==> config.mk <==
export PLATFORM = sky130hd
export DESIGN_NAME = xml_tag_tokenizer
export DESIGN_NICKNAME = d
export VERILOG_FILES = /design/src/rtl/xtt_pkg.sv /design/src/rtl/xtt_fsm.sv /design/src/rtl/xml_tag_tokenizer.sv
export SDC_FILE = /design/constraint.sdc
export NUM_CORES = 1
export LEC_CHECK = 0
export BUFFER_PORTS_ARGS = -buffer_cell sky130_fd_sc_hd__buf_2
export CAP_MARGIN = 5
export CORE_MARGIN = 1.5
export CORE_UTILIZATION = 61
export CTS_CLUSTER_DIAMETER = 200
export DETAILED_ROUTE_END_ITERATION = 6
export GPL_ROUTABILITY_DRIVEN = 0
export GPL_TIMING_DRIVEN = 0
export PLACE_DENSITY_LB_ADDON = 0.15
export SYNTH_ARGS = -nofsm -noshare
export SYNTH_HDL_FRONTEND = slang
export SYNTH_SLANG_ARGS = --single-unit
==> constraint.sdc <==
create_clock -name clk -period 5.5 [get_ports clk]
set_clock_uncertainty 0.1 [all_clocks]
set_input_delay 0.55 -clock clk [delete_from_list [all_inputs] [get_ports clk]]
set_output_delay 0.55 -clock clk [all_outputs]
set_load 0.005 [all_outputs]
==> src/rtl/xtt_pkg.sv <==
`timescale 1ns / 1ps
// ----------------------------------------------------------------------------
// xtt_pkg
// shared types and constants of the xml tag tokenizer
// ----------------------------------------------------------------------------
package xtt_pkg;

  localparam int unsigned XTT_MAX_MARKS = 255;

  // byte classes
  localparam logic [3:0] CLS_OTHER  = 4'd0;
  localparam logic [3:0] CLS_LT     = 4'd1;
  localparam logic [3:0] CLS_GT     = 4'd2;
  localparam logic [3:0] CLS_SLASH  = 4'd3;
  localparam logic [3:0] CLS_SPACE  = 4'd4;
  localparam logic [3:0] CLS_EQ     = 4'd5;
  localparam logic [3:0] CLS_APOS   = 4'd6;
  localparam logic [3:0] CLS_QUOT   = 4'd7;
  localparam logic [3:0] CLS_AMP    = 4'd8;
  localparam logic [3:0] CLS_LETTER = 4'd9;
  localparam logic [3:0] CLS_DIGIT  = 4'd10;
  localparam logic [3:0] CLS_COLON  = 4'd11;
  localparam logic [3:0] CLS_NAME   = 4'd12;

  // token kinds
  localparam logic [1:0] KIND_TEXT  = 2'd0;
  localparam logic [1:0] KIND_START = 2'd1;
  localparam logic [1:0] KIND_END   = 2'd2;
  localparam logic [1:0] KIND_EMPTY = 2'd3;

  typedef enum logic [3:0] {
    ST_TEXT       = 4'd0,
    ST_LT         = 4'd1,
    ST_ELEM_NAME  = 4'd2,
    ST_ATTR_SP    = 4'd3,
    ST_ATTR_NAME  = 4'd4,
    ST_ATTR_EQ_SP = 4'd5,
    ST_VALUE_WAIT = 4'd6,
    ST_DQUOTE     = 4'd7,
    ST_SQUOTE     = 4'd8,
    ST_SLASH      = 4'd9,
    ST_END_OPEN   = 4'd10,
    ST_END_NAME   = 4'd11,
    ST_END_SP     = 4'd12,
    ST_ERROR      = 4'd13
  } parse_state_t;

  typedef struct packed {
    logic [3:0]  byte_class;
    logic [31:0] position;
  } in_item_t;

  typedef struct packed {
    logic        mark_valid;
    logic [31:0] mark_position;
    logic [7:0]  mark_index;
    logic        token_done;
    logic [1:0]  token_kind;
    logic        parse_error;
  } out_item_t;

endpackage

==> src/rtl/xtt_fsm.sv <==
`timescale 1ns / 1ps
// ----------------------------------------------------------------------------
// xtt_fsm
// tag automaton, mark counter and token type, one transition per step
// ----------------------------------------------------------------------------
module xtt_fsm
  import xtt_pkg::*;
#(
  parameter int unsigned MAX_MARKS = XTT_MAX_MARKS
) (
  input  logic      clk,
  input  logic      rst,
  input  logic      step_en,
  input  in_item_t  item,
  output out_item_t result
);

  localparam logic [7:0] MarkCap = (MAX_MARKS > 255) ? 8'd255 : 8'(MAX_MARKS);

  parse_state_t state, state_next;
  logic [7:0]   mark_count, mark_count_next;
  logic [1:0]   token_type, token_type_next;

  logic [3:0]   cls;
  logic         count_nz;
  logic         put_mark, use_prev, done;
  logic         count_sat;
  logic [31:0]  mark_pos;

  function automatic logic starts_name(input logic [3:0] c);
    starts_name = (c == CLS_LETTER) || (c == CLS_COLON);
  endfunction

  function automatic logic in_name(input logic [3:0] c);
    in_name = (c == CLS_LETTER) || (c == CLS_DIGIT) || (c == CLS_COLON) ||
              (c == CLS_NAME);
  endfunction

  // unknown classes act as other
  assign cls      = (item.byte_class > CLS_NAME) ? CLS_OTHER : item.byte_class;
  assign count_nz = (mark_count != 8'd0);

  // next state
  always_comb begin
    state_next = state;
    unique case (state)
      ST_TEXT: begin
        if (cls == CLS_LT) state_next = ST_LT;
      end
      ST_LT: begin
        if (cls == CLS_SLASH)    state_next = ST_END_OPEN;
        else if (starts_name(cls)) state_next = ST_ELEM_NAME;
        else                     state_next = ST_ERROR;
      end
      ST_ELEM_NAME: begin
        if (cls == CLS_GT)         state_next = ST_TEXT;
        else if (cls == CLS_SLASH) state_next = ST_SLASH;
        else if (cls == CLS_SPACE) state_next = ST_ATTR_SP;
        else if (!in_name(cls))    state_next = ST_ERROR;
      end
      ST_ATTR_SP: begin
        if (cls == CLS_GT)           state_next = ST_TEXT;
        else if (cls == CLS_SLASH)   state_next = ST_SLASH;
        else if (starts_name(cls))   state_next = ST_ATTR_NAME;
        else if (cls != CLS_SPACE)   state_next = ST_ERROR;
      end
      ST_ATTR_NAME: begin
        if (cls == CLS_EQ)         state_next = ST_VALUE_WAIT;
        else if (cls == CLS_SPACE) state_next = ST_ATTR_EQ_SP;
        else if (!in_name(cls))    state_next = ST_ERROR;
      end
      ST_ATTR_EQ_SP: begin
        if (cls == CLS_EQ)         state_next = ST_VALUE_WAIT;
        else if (cls != CLS_SPACE) state_next = ST_ERROR;
      end
      ST_VALUE_WAIT: begin
        if (cls == CLS_APOS)       state_next = ST_SQUOTE;
        else if (cls == CLS_QUOT)  state_next = ST_DQUOTE;
        else if (cls != CLS_SPACE) state_next = ST_ERROR;
      end
      ST_DQUOTE: begin
        if (cls == CLS_QUOT)                         state_next = ST_ATTR_SP;
        else if (cls == CLS_LT || cls == CLS_AMP)    state_next = ST_ERROR;
      end
      ST_SQUOTE: begin
        if (cls == CLS_APOS)                         state_next = ST_ATTR_SP;
        else if (cls == CLS_LT || cls == CLS_AMP)    state_next = ST_ERROR;
      end
      ST_SLASH: begin
        state_next = (cls == CLS_GT) ? ST_TEXT : ST_ERROR;
      end
      ST_END_OPEN: begin
        state_next = starts_name(cls) ? ST_END_NAME : ST_ERROR;
      end
      ST_END_NAME: begin
        if (cls == CLS_GT)         state_next = ST_TEXT;
        else if (cls == CLS_SPACE) state_next = ST_END_SP;
        else if (!in_name(cls))    state_next = ST_ERROR;
      end
      ST_END_SP: begin
        if (cls == CLS_GT)         state_next = ST_TEXT;
        else if (cls != CLS_SPACE) state_next = ST_ERROR;
      end
      ST_ERROR: state_next = ST_ERROR;
      default:  state_next = ST_ERROR;
    endcase
  end

  // mark, completion and token type
  always_comb begin
    put_mark        = 1'b0;
    use_prev        = 1'b0;
    done            = 1'b0;
    token_type_next = token_type;
    unique case (state)
      ST_TEXT: begin
        if (cls == CLS_LT) begin
          put_mark = count_nz;
          use_prev = 1'b1;
          done     = count_nz;
        end else if (!count_nz) begin
          token_type_next = KIND_TEXT;
          put_mark        = 1'b1;
        end
      end
      ST_LT: begin
        if (cls == CLS_SLASH) begin
          token_type_next = KIND_END;
        end else if (starts_name(cls)) begin
          token_type_next = KIND_START;
          put_mark        = 1'b1;
        end
      end
      ST_ELEM_NAME, ST_END_NAME: begin
        use_prev = 1'b1;
        if (cls == CLS_GT) begin
          put_mark = count_nz;
          done     = count_nz;
        end else if (cls == CLS_SPACE ||
                     (cls == CLS_SLASH && state == ST_ELEM_NAME)) begin
          put_mark = 1'b1;
        end
      end
      ST_ATTR_SP: begin
        if (cls == CLS_GT) done = count_nz;
        else if (cls != CLS_SLASH && starts_name(cls)) put_mark = 1'b1;
      end
      ST_ATTR_NAME: begin
        use_prev = 1'b1;
        put_mark = (cls == CLS_EQ) || (cls == CLS_SPACE);
      end
      ST_VALUE_WAIT: put_mark = (cls == CLS_APOS) || (cls == CLS_QUOT);
      ST_DQUOTE:     put_mark = (cls == CLS_QUOT);
      ST_SQUOTE:     put_mark = (cls == CLS_APOS);
      ST_SLASH: begin
        token_type_next = KIND_EMPTY;
        done            = (cls == CLS_GT) && count_nz;
      end
      ST_END_OPEN:   put_mark = starts_name(cls);
      ST_END_SP:     done = (cls == CLS_GT) && count_nz;
      ST_ATTR_EQ_SP, ST_ERROR: begin
        put_mark = 1'b0;
      end
      default: put_mark = 1'b0;
    endcase
  end

  assign count_sat = (mark_count >= MarkCap);
  assign mark_pos  = use_prev ? (item.position - 32'd1) : item.position;

  always_comb begin
    if (done) begin
      mark_count_next = 8'd0;
    end else if (put_mark && !count_sat) begin
      mark_count_next = mark_count + 8'd1;
    end else begin
      mark_count_next = mark_count;
    end
  end

  always_comb begin
    result.mark_valid    = put_mark;
    result.mark_position = put_mark ? mark_pos : 32'd0;
    result.mark_index    = put_mark ? (count_sat ? MarkCap : mark_count) : 8'd0;
    result.token_done    = done;
    result.token_kind    = token_type_next;
    result.parse_error   = (state_next == ST_ERROR);
  end

  always_ff @(posedge clk) begin
    if (rst) begin
      state      <= ST_TEXT;
      mark_count <= 8'd0;
      token_type <= KIND_TEXT;
    end else if (step_en) begin
      state      <= state_next;
      mark_count <= mark_count_next;
      token_type <= token_type_next;
    end
  end

endmodule

==> src/rtl/xml_tag_tokenizer.sv <==
`timescale 1ns / 1ps
// a request is held in the input register, then stepped into the result register
// throughput: one byte per cycle while the consumer does not stall, with the
// automaton step between the input register and the result register
// reset: synchronous, clears the automaton to text state, mark count to zero,
// token type to text and both pipeline valid flags
// ----------------------------------------------------------------------------
// xml_tag_tokenizer
// streaming xml tag automaton emitting position marks per classified byte
// ----------------------------------------------------------------------------
module xml_tag_tokenizer
  import xtt_pkg::*;
#(
  parameter int unsigned MAX_MARKS = XTT_MAX_MARKS
) (
  input  logic      clk,
  input  logic      rst,
  input  logic      in_valid,
  output logic      in_ready,
  input  in_item_t  in_item,
  output logic      out_valid,
  input  logic      out_ready,
  output out_item_t out_item
);

  // input register stage
  logic      s1_valid;
  in_item_t  s1_item;

  // step fires when the byte is held and the result register can take it
  logic      advance;
  out_item_t step_result;

  assign advance  = s1_valid && (!out_valid || out_ready);
  // new request may enter whenever the input stage empties this cycle
  assign in_ready = !s1_valid || advance;

  always_ff @(posedge clk) begin
    if (rst) begin
      s1_valid <= 1'b0;
    end else if (in_ready) begin
      s1_valid <= in_valid;
    end
  end

  // payload needs no reset
  always_ff @(posedge clk) begin
    if (in_valid && in_ready) begin
      s1_item <= in_item;
    end
  end

  // automaton with its own state registers, stepped once per advance
  xtt_fsm #(
    .MAX_MARKS(MAX_MARKS)
  ) u_fsm (
    .clk    (clk),
    .rst    (rst),
    .step_en(advance),
    .item   (s1_item),
    .result (step_result)
  );

  // result register, holds while the consumer stalls
  always_ff @(posedge clk) begin
    if (rst) begin
      out_valid <= 1'b0;
    end else if (advance) begin
      out_valid <= 1'b1;
    end else if (out_ready) begin
      out_valid <= 1'b0;
    end
  end

  always_ff @(posedge clk) begin
    if (advance) begin
      out_item <= step_result;
    end
  end

`ifndef SYNTHESIS
  // a completed token never comes from the error state
  a_done_not_error: assert property (@(posedge clk) disable iff (rst)
    out_valid && out_item.token_done |-> !out_item.parse_error)
    else $error("token completion flagged with parse error");

  // without a mark the mark fields are zero
  a_mark_fields_zero: assert property (@(posedge clk) disable iff (rst)
    out_valid && !out_item.mark_valid |->
      (out_item.mark_position == 32'd0) && (out_item.mark_index == 8'd0))
    else $error("mark fields nonzero without a mark");

  // a step always lands in the result register
  a_advance_fills_out: assert property (@(posedge clk) disable iff (rst)
    advance |=> out_valid)
    else $error("stepped result lost");

  // an accepted request always occupies the input stage
  a_accept_fills_s1: assert property (@(posedge clk) disable iff (rst)
    in_valid && in_ready |=> s1_valid)
    else $error("accepted request lost");
`endif

endmodule
==> results of run 1 <==
-- worst min path at each step --
stage,end,startpoint,cells after the start,slack (ns)
final,s1_item[9]$_DFFE_PP_,in_item[9],1,0.25
after global placement,u_fsm.token_type[0]$_SDFFE_PP0P_,u_fsm.token_type[0]$_SDFFE_PP0P_,2,0.35
after detailed placement,u_fsm.token_type[0]$_SDFFE_PP0P_,u_fsm.token_type[0]$_SDFFE_PP0P_,2,0.36
after global routing,s1_item[14]$_DFFE_PP_,in_item[14],1,0.24
after floorplan,u_fsm.token_type[0]$_SDFFE_PP0P_,u_fsm.token_type[0]$_SDFFE_PP0P_,2,0.34
after CTS,s1_item[14]$_DFFE_PP_,in_item[14],1,0.24
-- sequential cells by signal, summed over array words and instances, names as in the netlist --
register / count
out_item: 45
u_fsm.mark_count: 8
u_fsm.token_type: 2
out_valid: 1
u_fsm.state: 4
s1_item: 36
s1_valid: 1
-- per-layer routing --
layer	GRT usage	vias to the layer above
li1	-	1943
met1	0.3464	1897
met2	0.4414	239
met3	0.05016	33
met4	0.1144	0
met5	0	-
-- final cells by class --
type,count,area [um2],share of cell area
flip-flops and latches,97,2753,0.4748
multi-input cells,334,2132,0.3677
repair buffers,86,445.4,0.07682
well taps,102,127.6,0.02201
clock buffers,9,123.9,0.02136
plain buffers,25,97.59,0.01683
clock inverters,7,77.57,0.01338
inverters,11,41.29,0.007121
-- per-stage QoR --
stage / util / total power [mW] / hold slack (ns) / cells / cell area (um2)
after floorplan: - / 1.054 / 0.3365 / 467 / 5021
after global placement: 0.7103 / 1.137 / 0.3488 / 654 / 5574
after detailed placement: 0.7132 / 1.145 / 0.3571 / 655 / 5597
after CTS: 0.7388 / 1.606 / 0.2391 / 671 / 5798
after global routing: 0.7388 / 1.662 / 0.2394 / 671 / 5798
final: 0.7388 / 1.605 / 0.2502 / 671 / 5798
-- power breakdown --
| part | total [mW] | internal (mW) | switching (mW) |
|---|---|---|---|
| Clock | 0.470 | 0.216 | 0.254 |
| Sequential | 0.882 | 0.854 | 0.0275 |
| Combinational | 0.253 | 0.0917 | 0.161 |
| Total | 1.60 | 1.16 | 0.443 |
-- worst reg2reg max path: stages (launching register included) --
cell	delay (ns)
sky130_fd_sc_hd__dfxtp_1	0.36
sky130_fd_sc_hd__inv_1	0.09
sky130_fd_sc_hd__ha_1	0.15
sky130_fd_sc_hd__nor4b_1	0.67
sky130_fd_sc_hd__a2111oi_0	0.23
sky130_fd_sc_hd__o21ai_0	0.22
sky130_fd_sc_hd__a21oi_1	0.14
sky130_fd_sc_hd__nor2_1	0.19
sky130_fd_sc_hd__clkbuf_1	0.37
sky130_fd_sc_hd__clkbuf_1	0.47
sky130_fd_sc_hd__nor2_1	0.11
-- kinds of logic after synthesis --
kind of cell	share of synthesized area
AOI/OAI and AO/OA	0.1211
xor gates and xnor gates	0.04710
adders and majority gates	0.007477
buffers and inverters	0.02741
DFF	0.5482
muxes	0.008223
and+or+nand+nor	0.2405
-- cells in the mapped netlist (2+ instances only) --
cell type                    n
sky130_fd_sc_hd__a2111oi_0   2
sky130_fd_sc_hd__a211oi_1    7
sky130_fd_sc_hd__a21o_1      2
sky130_fd_sc_hd__a21oi_1    24
sky130_fd_sc_hd__a22oi_1     2
sky130_fd_sc_hd__a31o_2      2
sky130_fd_sc_hd__a32oi_1     2
sky130_fd_sc_hd__and2_1      3
sky130_fd_sc_hd__and3_1      2
sky130_fd_sc_hd__buf_2       2
sky130_fd_sc_hd__clkbuf_1   23
sky130_fd_sc_hd__dfxtp_1    16
sky130_fd_sc_hd__edfxtp_1   81
sky130_fd_sc_hd__ha_1        3
sky130_fd_sc_hd__inv_1      10
sky130_fd_sc_hd__mux2i_1     3
sky130_fd_sc_hd__nand2_1    28
sky130_fd_sc_hd__nand2b_1   15
sky130_fd_sc_hd__nand3_1    15
sky130_fd_sc_hd__nand4_1     3
sky130_fd_sc_hd__nand4b_1    4
sky130_fd_sc_hd__nor2_1     56
sky130_fd_sc_hd__nor2b_1    11
sky130_fd_sc_hd__nor3_1     26
sky130_fd_sc_hd__nor3_2      2
sky130_fd_sc_hd__nor3b_1     4
sky130_fd_sc_hd__nor4_1      6
sky130_fd_sc_hd__nor4_2      4
sky130_fd_sc_hd__nor4b_1     2
sky130_fd_sc_hd__o2111ai_1   3
sky130_fd_sc_hd__o211ai_1    4
sky130_fd_sc_hd__o21ai_0    19
sky130_fd_sc_hd__o221ai_1    3
sky130_fd_sc_hd__o22a_1      2
sky130_fd_sc_hd__o22ai_1     2
sky130_fd_sc_hd__o311ai_0    2
sky130_fd_sc_hd__o32ai_1     3
sky130_fd_sc_hd__or2_2       2
sky130_fd_sc_hd__or3_1      14
sky130_fd_sc_hd__or4_4       3
sky130_fd_sc_hd__xnor2_1    22
sky130_fd_sc_hd__xor2_1      5
==> flow_results.xml, run 1 <==
<?xml version="1.0" encoding="UTF-8"?>
<metrics>
  <group name="status">
    <metric name="status" unit="">finished clean</metric>
  </group>
  <group name="timing">
    <metric name="finalSetupViolations" unit="">0</metric>
    <metric name="tightestPinTransition" unit="ns">0.8598</metric>
    <metric name="final_period_minus_worst_setup_slack" unit="ns">3.352</metric>
    <metric name="final.setup.tns" unit="ns">0</metric>
    <metric name="achievable-frequency" unit="MHz">298.3</metric>
    <metric name="max-slew-margin-rel" unit="">0.4215</metric>
    <metric name="timing.final.max_slew_violations" unit="">0</metric>
    <metric name="grt_setup_unrepaired" unit="">no</metric>
    <metric name="post-route-period-util" unit="">0.6094</metric>
    <metric name="final_count_of_hold_timing_violations" unit="">0</metric>
    <metric name="postLayoutSetupSlackWorst" unit="ns">2.148</metric>
  </group>
  <group name="drt">
    <metric name="total_length_of_routed_wires" unit="mm">11.45</metric>
    <metric name="viasPerCell" unit="">6.128</metric>
    <metric name="detail_route.wirelength.met1" unit="mm">4.712</metric>
    <metric name="wl_met2" unit="mm">5.538</metric>
    <metric name="final_antenna_net_count" unit="">0</metric>
    <metric name="vias" unit="">4112</metric>
    <metric name="drcViolationCount" unit="">0</metric>
    <metric name="met3WireLength" unit="um">914</metric>
    <metric name="drt_pre_antenna_iters" unit="">5</metric>
    <metric name="drt_first_iter_violations" unit="">313</metric>
    <metric name="top_layer" unit="">met4</metric>
    <metric name="route.detailed.wl_per_inst" unit="um">17.07</metric>
  </group>
  <group name="yosys">
    <metric name="yosysWarnings" unit="">0</metric>
    <metric name="async_reset_ff_frac" unit="">0</metric>
    <metric name="synthDominantCellAreaShare" unit="">0.4844</metric>
    <metric name="syn_area" unit="um2">5021</metric>
    <metric name="synth_sequential_area_ratio" unit="">0.5482</metric>
    <metric name="post_synth_inst_count" unit="">467</metric>
    <metric name="syn_avg_cell_area" unit="um2">10.75</metric>
    <metric name="mappedNetlistNets" unit="">510</metric>
    <metric name="synth_top_cell_by_area" unit="">sky130_fd_sc_hd__edfxtp_1</metric>
    <metric name="ys_ff_latch" unit="">97</metric>
    <metric name="synth.area.top_cells" unit="">sky130_fd_sc_hd__edfxtp_1, sky130_fd_sc_hd__dfxtp_1, sky130_fd_sc_hd__nor2_1</metric>
    <metric name="ys_dominant_reg_cell" unit="">sky130_fd_sc_hd__edfxtp_1</metric>
    <metric name="synth_enable_flop_cells" unit="">81</metric>
    <metric name="post_synth_cell_types" unit="">65</metric>
  </group>
  <group name="global_routing">
    <metric name="grt_pass1_wl" unit="mm">17.94</metric>
    <metric name="grt_start_max_net_pins" unit="">37</metric>
    <metric name="grt.overflow.total" unit="">0</metric>
    <metric name="grt_usage" unit="">0.2675</metric>
    <metric name="grt_pass1_vias" unit="">3710</metric>
    <metric name="number_of_antenna_violations_at_the_first_check_in_global_routing" unit="">0</metric>
  </group>
  <group name="power">
    <metric name="power-per-cell-area" unit="nW/um2">276.8</metric>
    <metric name="vdd.ir_drop.worst" unit="mV">0.1667</metric>
    <metric name="leakage" unit="nW">2.089</metric>
  </group>
  <group name="finish">
    <metric name="layout.cells.most_common" unit="">sky130_fd_sc_hd__buf_2</metric>
    <metric name="n_fill_cell" unit="">569</metric>
    <metric name="insertedDiodeCount" unit="">0</metric>
    <metric name="final_layout_size_suffix_gt1_frac" unit="">0.2250</metric>
    <metric name="most-common-layout-cells" unit="">sky130_fd_sc_hd__buf_2, sky130_fd_sc_hd__edfxtp_1, sky130_fd_sc_hd__nor2_1</metric>
    <metric name="fin_nets" unit="">607</metric>
    <metric name="layout-area-overhead-vs-synth" unit="%">15.47</metric>
  </group>
  <group name="cts">
    <metric name="cts_setup_buffers" unit="">0</metric>
    <metric name="cts_max_level" unit="">3</metric>
    <metric name="tritoncts" unit="">yes</metric>
    <metric name="clkLatencyLatePin" unit="ns">0.37</metric>
    <metric name="cts_made_buffers" unit="">9</metric>
    <metric name="ctsRootBufferMaster" unit="">sky130_fd_sc_hd__clkbuf_8</metric>
    <metric name="cts_sinks" unit="">97</metric>
    <metric name="post_cts.resized_instances" unit="">0</metric>
    <metric name="clock_tree.buffer_depth" unit="">2</metric>
    <metric name="post_cts_hold_buffer_count" unit="">0</metric>
    <metric name="clkTransAtPathRegs" unit="ns">0.09</metric>
  </group>
  <group name="place">
    <metric name="io_buffer_count" unit="">85</metric>
    <metric name="hpwlAfterDp" unit="mm">7.897</metric>
    <metric name="place_worst_setup_slack" unit="ns">2.205</metric>
  </group>
  <group name="setup_path">
    <metric name="worst-path-stages" unit="">10</metric>
    <metric name="r2r.worst_path.cells" unit="">10</metric>
    <metric name="cp_num_buf_inv" unit="">3</metric>
    <metric name="crit_chain" unit="">inv_1 -&gt; ha_1 -&gt; nor4b_1 -&gt; a2111oi_0 -&gt; o21ai_0 -&gt; a21oi_1 -&gt; nor2_1 -&gt; clkbuf_1 -&gt; clkbuf_1 -&gt; nor2_1</metric>
    <metric name="critPathRequiredTime" unit="ns">5.51</metric>
    <metric name="setup.worst_path.start" unit="">u_fsm.mark_count[0]$_SDFFE_PP0P_</metric>
    <metric name="crit_path_end_kind" unit="">register</metric>
    <metric name="cpLargestDelayFamily" unit="">simple AND/OR/NAND/NOR gates</metric>
    <metric name="timing.critical_path.to" unit="">out_item[28]$_SDFFCE_PN0P_</metric>
    <metric name="critical-path-max-stage-delay" unit="ns">0.67</metric>
    <metric name="worst-endpoint-arrival" unit="ns">3.36</metric>
    <metric name="timing.critical_path.slowest_stage_cell" unit="">sky130_fd_sc_hd__nor4b_1</metric>
    <metric name="r2r-start" unit="">u_fsm.mark_count[0]$_SDFFE_PP0P_</metric>
    <metric name="crit_type" unit="">register to register</metric>
    <metric name="setup.worst_path.start_class" unit="">register</metric>
    <metric name="critical_path.reg2reg.endpoint" unit="">out_item[28]$_SDFFCE_PN0P_</metric>
    <metric name="timing.reg2reg.setup_slack" unit="ns">2.15</metric>
    <metric name="crit_path_max_fanout" unit="">10</metric>
  </group>
  <group name="die">
    <metric name="die_w" unit="um">93.73</metric>
    <metric name="boundaryPins" unit="">87</metric>
    <metric name="fp.dieH" unit="um">93.73</metric>
    <metric name="floorplan.initialDensity" unit="">0.6398</metric>
    <metric name="dieArea" unit="um2">8784</metric>
    <metric name="fp.coreArea" unit="um2">7848</metric>
    <metric name="cell_row_count" unit="">32</metric>
  </group>
  <group name="job">
    <metric name="drv.max_cap_violation_count" unit="">0</metric>
  </group>
  <group name="worst_hold_path">
    <metric name="timing.hold.worst.class" unit="">primary input to register</metric>
  </group>
</metrics>
(Power assumes the default switching activity.)
==> run 2, diff against run 1 <==
CORE_UTILIZATION = 51   (was 61)
clock period = 2.9 ns   (was 5.5 ns; I/O delays follow)
==> flow_results.xml, run 2 (synthesis results as in run 1) <==
<?xml version="1.0" encoding="UTF-8"?>
<metrics>
  <group name="setup_path">
    <metric name="crit_type" unit="">register to register</metric>
    <metric name="critPathRequiredTime" unit="ns">2.94</metric>
    <metric name="crit_path_max_fanout" unit="">5</metric>
    <metric name="setup.worst_path.start" unit="">s1_item[21]$_DFFE_PP_</metric>
    <metric name="timing.critical_path.slowest_stage_cell" unit="">sky130_fd_sc_hd__or4_1</metric>
    <metric name="crit_path_end_kind" unit="">register</metric>
    <metric name="critical_path.reg2reg.endpoint" unit="">out_item[43]$_SDFFCE_PN0P_</metric>
    <metric name="setup.worst_path.start_class" unit="">register</metric>
    <metric name="worst-endpoint-arrival" unit="ns">2.85</metric>
    <metric name="crit_path_frequent_cell" unit="">sky130_fd_sc_hd__or4_4</metric>
    <metric name="r2r-start" unit="">s1_item[21]$_DFFE_PP_</metric>
    <metric name="r2r.worst_path.cells" unit="">6</metric>
    <metric name="crit_chain" unit="">or4_1 -&gt; or4_4 -&gt; or4_4 -&gt; nor4_4 -&gt; xnor2_1 -&gt; nor2_1</metric>
    <metric name="timing.reg2reg.setup_slack" unit="ns">0.09</metric>
    <metric name="timing.critical_path.to" unit="">out_item[43]$_SDFFCE_PN0P_</metric>
    <metric name="critical-path-max-stage-delay" unit="ns">0.62</metric>
  </group>
  <group name="finish">
    <metric name="fin_util" unit="">0.6693</metric>
    <metric name="flip_flop_count_of_the_largest_register_after_layout" unit="">45</metric>
    <metric name="most-common-layout-cells" unit="">sky130_fd_sc_hd__buf_2, sky130_fd_sc_hd__edfxtp_1, sky130_fd_sc_hd__nor2_1</metric>
    <metric name="final_layout_size_suffix_gt1_frac" unit="">0.2605</metric>
    <metric name="layout.cells.non_filler" unit="">751</metric>
    <metric name="layout.cells.most_common" unit="">sky130_fd_sc_hd__buf_2</metric>
    <metric name="postLayoutCellArea" unit="um2">6451</metric>
    <metric name="regMostFlops" unit="">out_item</metric>
    <metric name="largestRegisters" unit="">out_item: 45 flops, s1_item: 36 flops, u_fsm.mark_count: 8 flops</metric>
    <metric name="layout-area-overhead-vs-synth" unit="%">28.48</metric>
    <metric name="insertedDiodeCount" unit="">0</metric>
    <metric name="fin_nets" unit="">656</metric>
  </group>
  <group name="timing">
    <metric name="tightestPinTransition" unit="ns">0.8442</metric>
    <metric name="finalHoldWorstSlack" unit="ns">0.03408</metric>
    <metric name="max-slew-margin-rel" unit="">0.4372</metric>
    <metric name="grt_setup_unrepaired" unit="">yes</metric>
    <metric name="final_period_minus_worst_setup_slack" unit="ns">2.809</metric>
    <metric name="finalSetupViolations" unit="">0</metric>
    <metric name="post-route-period-util" unit="">0.9687</metric>
    <metric name="postLayoutSetupSlackWorst" unit="ns">0.09076</metric>
    <metric name="final_count_of_hold_timing_violations" unit="">0</metric>
    <metric name="achievable-frequency" unit="MHz">356.0</metric>
    <metric name="timing.final.max_slew_violations" unit="">0</metric>
  </group>
  <group name="drt">
    <metric name="vias" unit="">4238</metric>
    <metric name="drcViolationCount" unit="">0</metric>
    <metric name="drt_pre_antenna_iters" unit="">7</metric>
    <metric name="drt_first_iter_violations" unit="">311</metric>
    <metric name="final_antenna_net_count" unit="">0</metric>
    <metric name="viasPerCell" unit="">5.643</metric>
    <metric name="total_length_of_routed_wires" unit="mm">12.02</metric>
    <metric name="route.detailed.wl_per_inst" unit="um">16.01</metric>
  </group>
  <group name="job">
    <metric name="drv.max_cap_violation_count" unit="">0</metric>
  </group>
  <group name="die">
    <metric name="die_w" unit="um">102.2</metric>
    <metric name="fp.coreArea" unit="um2">9639</metric>
    <metric name="boundaryPins" unit="">87</metric>
    <metric name="dieArea" unit="um2">10450</metric>
    <metric name="fp.dieH" unit="um">102.2</metric>
    <metric name="cell_row_count" unit="">36</metric>
    <metric name="floorplan.initialDensity" unit="">0.5209</metric>
  </group>
  <group name="global_routing">
    <metric name="grt_usage" unit="">0.2328</metric>
    <metric name="grt_start_max_net_pins" unit="">37</metric>
    <metric name="grt_pass1_wl" unit="mm">18.52</metric>
    <metric name="grt.overflow.total" unit="">0</metric>
    <metric name="grt_pass1_vias" unit="">3788</metric>
    <metric name="number_of_antenna_violations_at_the_first_check_in_global_routing" unit="">0</metric>
  </group>
  <group name="power">
    <metric name="leakage" unit="nW">2.419</metric>
    <metric name="power-per-cell-area" unit="nW/um2">513.1</metric>
    <metric name="vdd.ir_drop.worst" unit="mV">0.5218</metric>
  </group>
  <group name="place">
    <metric name="placedCellCount" unit="">686</metric>
    <metric name="io_buffer_count" unit="">85</metric>
    <metric name="place_worst_setup_slack" unit="ns">-0.4746</metric>
    <metric name="placed_standard_cell_area" unit="um2">5643</metric>
    <metric name="hpwlAfterDp" unit="mm">7.933</metric>
  </group>
  <group name="status">
    <metric name="status" unit="">finished clean</metric>
  </group>
  <group name="cts">
    <metric name="ctsRootBufferMaster" unit="">sky130_fd_sc_hd__clkbuf_8</metric>
    <metric name="cts_max_level" unit="">3</metric>
    <metric name="cts_sinks" unit="">97</metric>
    <metric name="clkTransAtPathRegs" unit="ns">0.09</metric>
    <metric name="cts_made_buffers" unit="">9</metric>
    <metric name="clock_tree.buffer_depth" unit="">2</metric>
    <metric name="clkLatencyLatePin" unit="ns">0.39</metric>
    <metric name="tritoncts" unit="">yes</metric>
  </group>
  <group name="worst_hold_path">
    <metric name="timing.hold.worst.class" unit="">primary input to register</metric>
  </group>
</metrics>
==> run 2: cell types whose count changed in the layout (fill, tap and decap cells not counted), moves of 2 or more <==
cell	before	now
sky130_fd_sc_hd__nand4b_4	1	3
sky130_fd_sc_hd__dlygate4sd3_1	0	36
sky130_fd_sc_hd__buf_4	0	12
sky130_fd_sc_hd__a21oi_1	24	20
sky130_fd_sc_hd__a21oi_2	0	4
sky130_fd_sc_hd__clkbuf_2	1	9
sky130_fd_sc_hd__clkbuf_1	22	12
sky130_fd_sc_hd__bufinv_16	1	3
==> run 2: timing repair <==
action,in CTS,in global routing
endpoints found under the hold margin,36,0
pin swaps,1,1
resized for setup,8,24
buffers inserted,3,9
endpoints found under the setup margin,44,47
cloned,0,1
hold buffers,36,0
==> run 2: worst min path at each step <==
stage,startpoint,to,depth (start not counted)
2_1_floorplan,in_item[0],s1_item[0]$_DFFE_PP_,0
3_3_place_gp,u_fsm.token_type[0]$_SDFFE_PP0P_,u_fsm.token_type[0]$_SDFFE_PP0P_,2
5_1_grt,in_valid,s1_valid$_SDFFE_PP0N_,3
6_report,in_valid,s1_valid$_SDFFE_PP0N_,3
3_5_place_dp,u_fsm.token_type[0]$_SDFFE_PP0P_,u_fsm.token_type[0]$_SDFFE_PP0P_,2
4_1_cts,in_valid,s1_valid$_SDFFE_PP0N_,3
==> run 2: final cells by class <==
class | count | area (um2)
timing repair buffer | 134 | 903.4
sequential | 97 | 2753
clock buffer | 9 | 123.9
multi-input combinational | 335 | 2227
fill | 768 | 3188
buffer | 25 | 112.6
clock inverter | 7 | 123.9
tap | 133 | 166.4
inverter | 11 | 41.29
==> run 2: metrics by stage <==
stage | power [mW] | setup TNS [ns]
5_1_grt | 3.444 | -0.7978
3_3_place_gp | 2.165 | -38.49
2_1_floorplan | 1.999 | 0
3_5_place_dp | 2.179 | -13.59
6_report | 3.310 | 0
4_1_cts | 3.308 | 0
==> run 2: power breakdown <==
part | total (mW) | switching, mW | internal (mW)
registers | 1.67 | 0.0503 | 1.62
clock network | 1.09 | 0.508 | 0.583
logic | 0.548 | 0.323 | 0.225
total | 3.31 | 0.881 | 2.43
==> run 2: critical path: cells and delay by family, from the launching register on <==
kind / cells / cell delay, ns
XOR/XNOR: 1 / 0.16
flip-flops: 1 / 0.44
AND/OR/NAND/NOR: 5 / 1.87
==> run 2: routing by layer <==
layer  up-vias  share of wire  wire length, um  global-route usage
met5         -              0                0                   0
met2       217           0.48             5795              0.3790
met3        28          0.073              873             0.06361
met1      1956           0.42             5085              0.3012
met4         0          0.022              269             0.08008
li1       2037              -                -                   -
==> run 3, diff against run 2 <==
PLACE_DENSITY = 0.79   (was unset)
PLACE_DENSITY_LB_ADDON = unset   (was 0.15)
==> flow_results.xml, run 3 (synthesis results as in run 1) <==
<?xml version="1.0" encoding="UTF-8"?>
<metrics>
  <group name="status">
    <metric name="status" unit="">finished clean</metric>
  </group>
  <group name="finish">
    <metric name="regMostFlops" unit="">out_item</metric>
    <metric name="largestRegisters" unit="">out_item: 45 flops, s1_item: 36 flops, u_fsm.mark_count: 8 flops</metric>
    <metric name="fin_nets" unit="">655</metric>
    <metric name="postLayoutCellArea" unit="um2">6395</metric>
    <metric name="flip_flop_count_of_the_largest_register_after_layout" unit="">45</metric>
    <metric name="most-common-layout-cells" unit="">sky130_fd_sc_hd__buf_2, sky130_fd_sc_hd__edfxtp_1, sky130_fd_sc_hd__nor2_1</metric>
    <metric name="layout-area-overhead-vs-synth" unit="%">27.36</metric>
    <metric name="fin_util" unit="">0.6634</metric>
    <metric name="layout.cells.non_filler" unit="">750</metric>
    <metric name="final_layout_size_suffix_gt1_frac" unit="">0.2593</metric>
    <metric name="layout.cells.most_common" unit="">sky130_fd_sc_hd__buf_2</metric>
    <metric name="insertedDiodeCount" unit="">0</metric>
  </group>
  <group name="drt">
    <metric name="route.detailed.wl_per_inst" unit="um">17.02</metric>
    <metric name="drcViolationCount" unit="">0</metric>
    <metric name="viasPerCell" unit="">5.847</metric>
    <metric name="drt_first_iter_violations" unit="">381</metric>
    <metric name="vias" unit="">4385</metric>
    <metric name="total_length_of_routed_wires" unit="mm">12.76</metric>
    <metric name="drt_pre_antenna_iters" unit="">5</metric>
    <metric name="final_antenna_net_count" unit="">0</metric>
  </group>
  <group name="die">
    <metric name="fp.dieH" unit="um">102.2</metric>
    <metric name="die_w" unit="um">102.2</metric>
    <metric name="boundaryPins" unit="">87</metric>
    <metric name="cell_row_count" unit="">36</metric>
    <metric name="fp.coreArea" unit="um2">9639</metric>
    <metric name="dieArea" unit="um2">10450</metric>
    <metric name="floorplan.initialDensity" unit="">0.5209</metric>
  </group>
  <group name="place">
    <metric name="placedCellCount" unit="">686</metric>
    <metric name="hpwlAfterDp" unit="mm">7.963</metric>
    <metric name="placed_standard_cell_area" unit="um2">5635</metric>
    <metric name="place_worst_setup_slack" unit="ns">-0.4174</metric>
    <metric name="io_buffer_count" unit="">85</metric>
  </group>
  <group name="setup_path">
    <metric name="cpLargestDelayFamily" unit="">simple AND/OR/NAND/NOR gates</metric>
    <metric name="crit_path_frequent_cell" unit="">sky130_fd_sc_hd__or4_4</metric>
    <metric name="crit_path_end_kind" unit="">register</metric>
    <metric name="crit_path_max_fanout" unit="">5</metric>
    <metric name="worst-endpoint-arrival" unit="ns">2.91</metric>
    <metric name="critical-path-max-stage-delay" unit="ns">0.58</metric>
    <metric name="crit_chain" unit="">or4_4 -&gt; or4_4 -&gt; or4_4 -&gt; nor4_4 -&gt; xnor2_1 -&gt; nor2_1</metric>
    <metric name="cp_num_buf_inv" unit="">0</metric>
    <metric name="timing.critical_path.slowest_stage_cell" unit="">sky130_fd_sc_hd__or4_4</metric>
    <metric name="crit_type" unit="">register to register</metric>
    <metric name="setup.worst_path.start_class" unit="">register</metric>
    <metric name="critPathRequiredTime" unit="ns">2.93</metric>
  </group>
  <group name="global_routing">
    <metric name="grt.overflow.total" unit="">0</metric>
    <metric name="grt_usage" unit="">0.2497</metric>
    <metric name="grt_pass1_vias" unit="">4153</metric>
    <metric name="grt_pass1_wl" unit="mm">19.94</metric>
    <metric name="grt_start_max_net_pins" unit="">37</metric>
    <metric name="number_of_antenna_violations_at_the_first_check_in_global_routing" unit="">0</metric>
  </group>
  <group name="timing">
    <metric name="timing.final.max_slew_violations" unit="">0</metric>
    <metric name="grt_setup_unrepaired" unit="">yes</metric>
    <metric name="final_count_of_hold_timing_violations" unit="">0</metric>
    <metric name="finalSetupViolations" unit="">0</metric>
    <metric name="post-route-period-util" unit="">0.9914</metric>
    <metric name="final_period_minus_worst_setup_slack" unit="ns">2.875</metric>
    <metric name="tightestPinTransition" unit="ns">0.8228</metric>
    <metric name="finalHoldWorstSlack" unit="ns">0.01821</metric>
    <metric name="postLayoutSetupSlackWorst" unit="ns">0.02485</metric>
    <metric name="final.setup.tns" unit="ns">0</metric>
    <metric name="max-slew-margin-rel" unit="">0.4515</metric>
    <metric name="achievable-frequency" unit="MHz">347.8</metric>
  </group>
  <group name="power">
    <metric name="p_switching" unit="mW">0.8697</metric>
    <metric name="cellInternalPower" unit="mW">2.153</metric>
    <metric name="pwr-share-clk" unit="">0.263</metric>
    <metric name="total_power" unit="mW">3.023</metric>
    <metric name="power.combinational.fraction" unit="">0.182</metric>
    <metric name="power-per-cell-area" unit="nW/um2">472.7</metric>
    <metric name="sw_frac_of_total" unit="">0.2877</metric>
    <metric name="power_frac_seq" unit="">0.555</metric>
    <metric name="leakage" unit="nW">2.384</metric>
    <metric name="vdd.ir_drop.worst" unit="mV">0.3802</metric>
  </group>
  <group name="cts">
    <metric name="clock_tree.buffer_depth" unit="">2</metric>
    <metric name="cts_made_buffers" unit="">9</metric>
    <metric name="clkTransAtPathRegs" unit="ns">0.09</metric>
    <metric name="tritoncts" unit="">yes</metric>
    <metric name="cts_sinks" unit="">97</metric>
    <metric name="cts_max_level" unit="">3</metric>
    <metric name="ctsRootBufferMaster" unit="">sky130_fd_sc_hd__clkbuf_8</metric>
    <metric name="clkLatencyLatePin" unit="ns">0.37</metric>
  </group>
  <group name="job">
    <metric name="drv.max_cap_violation_count" unit="">0</metric>
  </group>
  <group name="worst_hold_path">
    <metric name="timing.hold.worst.class" unit="">primary input to register</metric>
  </group>
</metrics>
[run 3: cell types whose count changed in the layout (fill, tap and decap cells not counted), moves of 2 or more]
cell / delta
sky130_fd_sc_hd__clkbuf_2: -2
sky130_fd_sc_hd__a21oi_1: +3
sky130_fd_sc_hd__dlygate4sd3_1: -2
sky130_fd_sc_hd__nor4_2: -3
sky130_fd_sc_hd__nor3_1: -3
sky130_fd_sc_hd__a21oi_2: -3
sky130_fd_sc_hd__nor4_4: +3
sky130_fd_sc_hd__nor3_2: +2
sky130_fd_sc_hd__clkbuf_1: +2
sky130_fd_sc_hd__bufinv_16: -3
sky130_fd_sc_hd__clkinvlp_4: +2
[run 3: final timing paths]
| check | end | slack, ns | depth (start not counted) | start |
|---|---|---|---|---|
| setup reg to reg | out_item[43]$_SDFFCE_PN0P_ | 0.02 | 6 | s1_item[20]$_DFFE_PP_ |
| hold / removal | s1_item[1]$_DFFE_PP_ | 0.02 | 1 | in_item[1] |
| hold reg to reg | u_fsm.token_type[0]$_SDFFE_PP0P_ | 0.37 | 2 | u_fsm.token_type[0]$_SDFFE_PP0P_ |
| setup / recovery | out_item[43]$_SDFFCE_PN0P_ | 0.02 | 6 | s1_item[20]$_DFFE_PP_ |
[run 3: worst register-to-register path, stage by stage, from the launching register on]
cell	delay [ns]
sky130_fd_sc_hd__edfxtp_1	0.50
sky130_fd_sc_hd__or4_4	0.58
sky130_fd_sc_hd__or4_4	0.50
sky130_fd_sc_hd__or4_4	0.48
sky130_fd_sc_hd__nor4_4	0.25
sky130_fd_sc_hd__xnor2_1	0.16
sky130_fd_sc_hd__nor2_1	0.06
[run 3: per-layer routing]
layer / share of wire / vias to the layer above / GRT usage
li1: - / 2042 / -
met1: 0.37 / 2034 / 0.3034
met2: 0.51 / 262 / 0.4325
met3: 0.078 / 47 / 0.04583
met4: 0.035 / 0 / 0.1149
met5: 0 / - / 0
[run 3: repair_timing]
action / in CTS / in global routing
hold endpoints to repair: 33 / 1
pin swaps: 6 / 6
setup endpoints to repair: 41 / 48
buffers inserted: 9 / 4
gates cloned: 1 / 0
gates resized for setup: 12 / 23
hold buffers: 33 / 1
[run 3: final cells by class]
type	instances	area, um2
repair buffers	133	887.1
well taps	133	166.4
clock buffers	9	123.9
multi-input cells	335	2267
clock inverters	7	46.29
inverters	11	41.29
flip-flops and latches	97	2753
plain buffers	25	110.1
fillers	709	3244
[run 3: power by group through the flow]
stage | clock, mW | combinational (mW) | sequential, mW
after floorplan | 0 | 0.298 | 1.70
after global placement | 0 | 0.460 | 1.70
after detailed placement | 0 | 0.473 | 1.70
after CTS | 0.801 | 0.521 | 1.67
after global routing | 0.860 | 0.603 | 1.69
final | 0.796 | 0.550 | 1.68
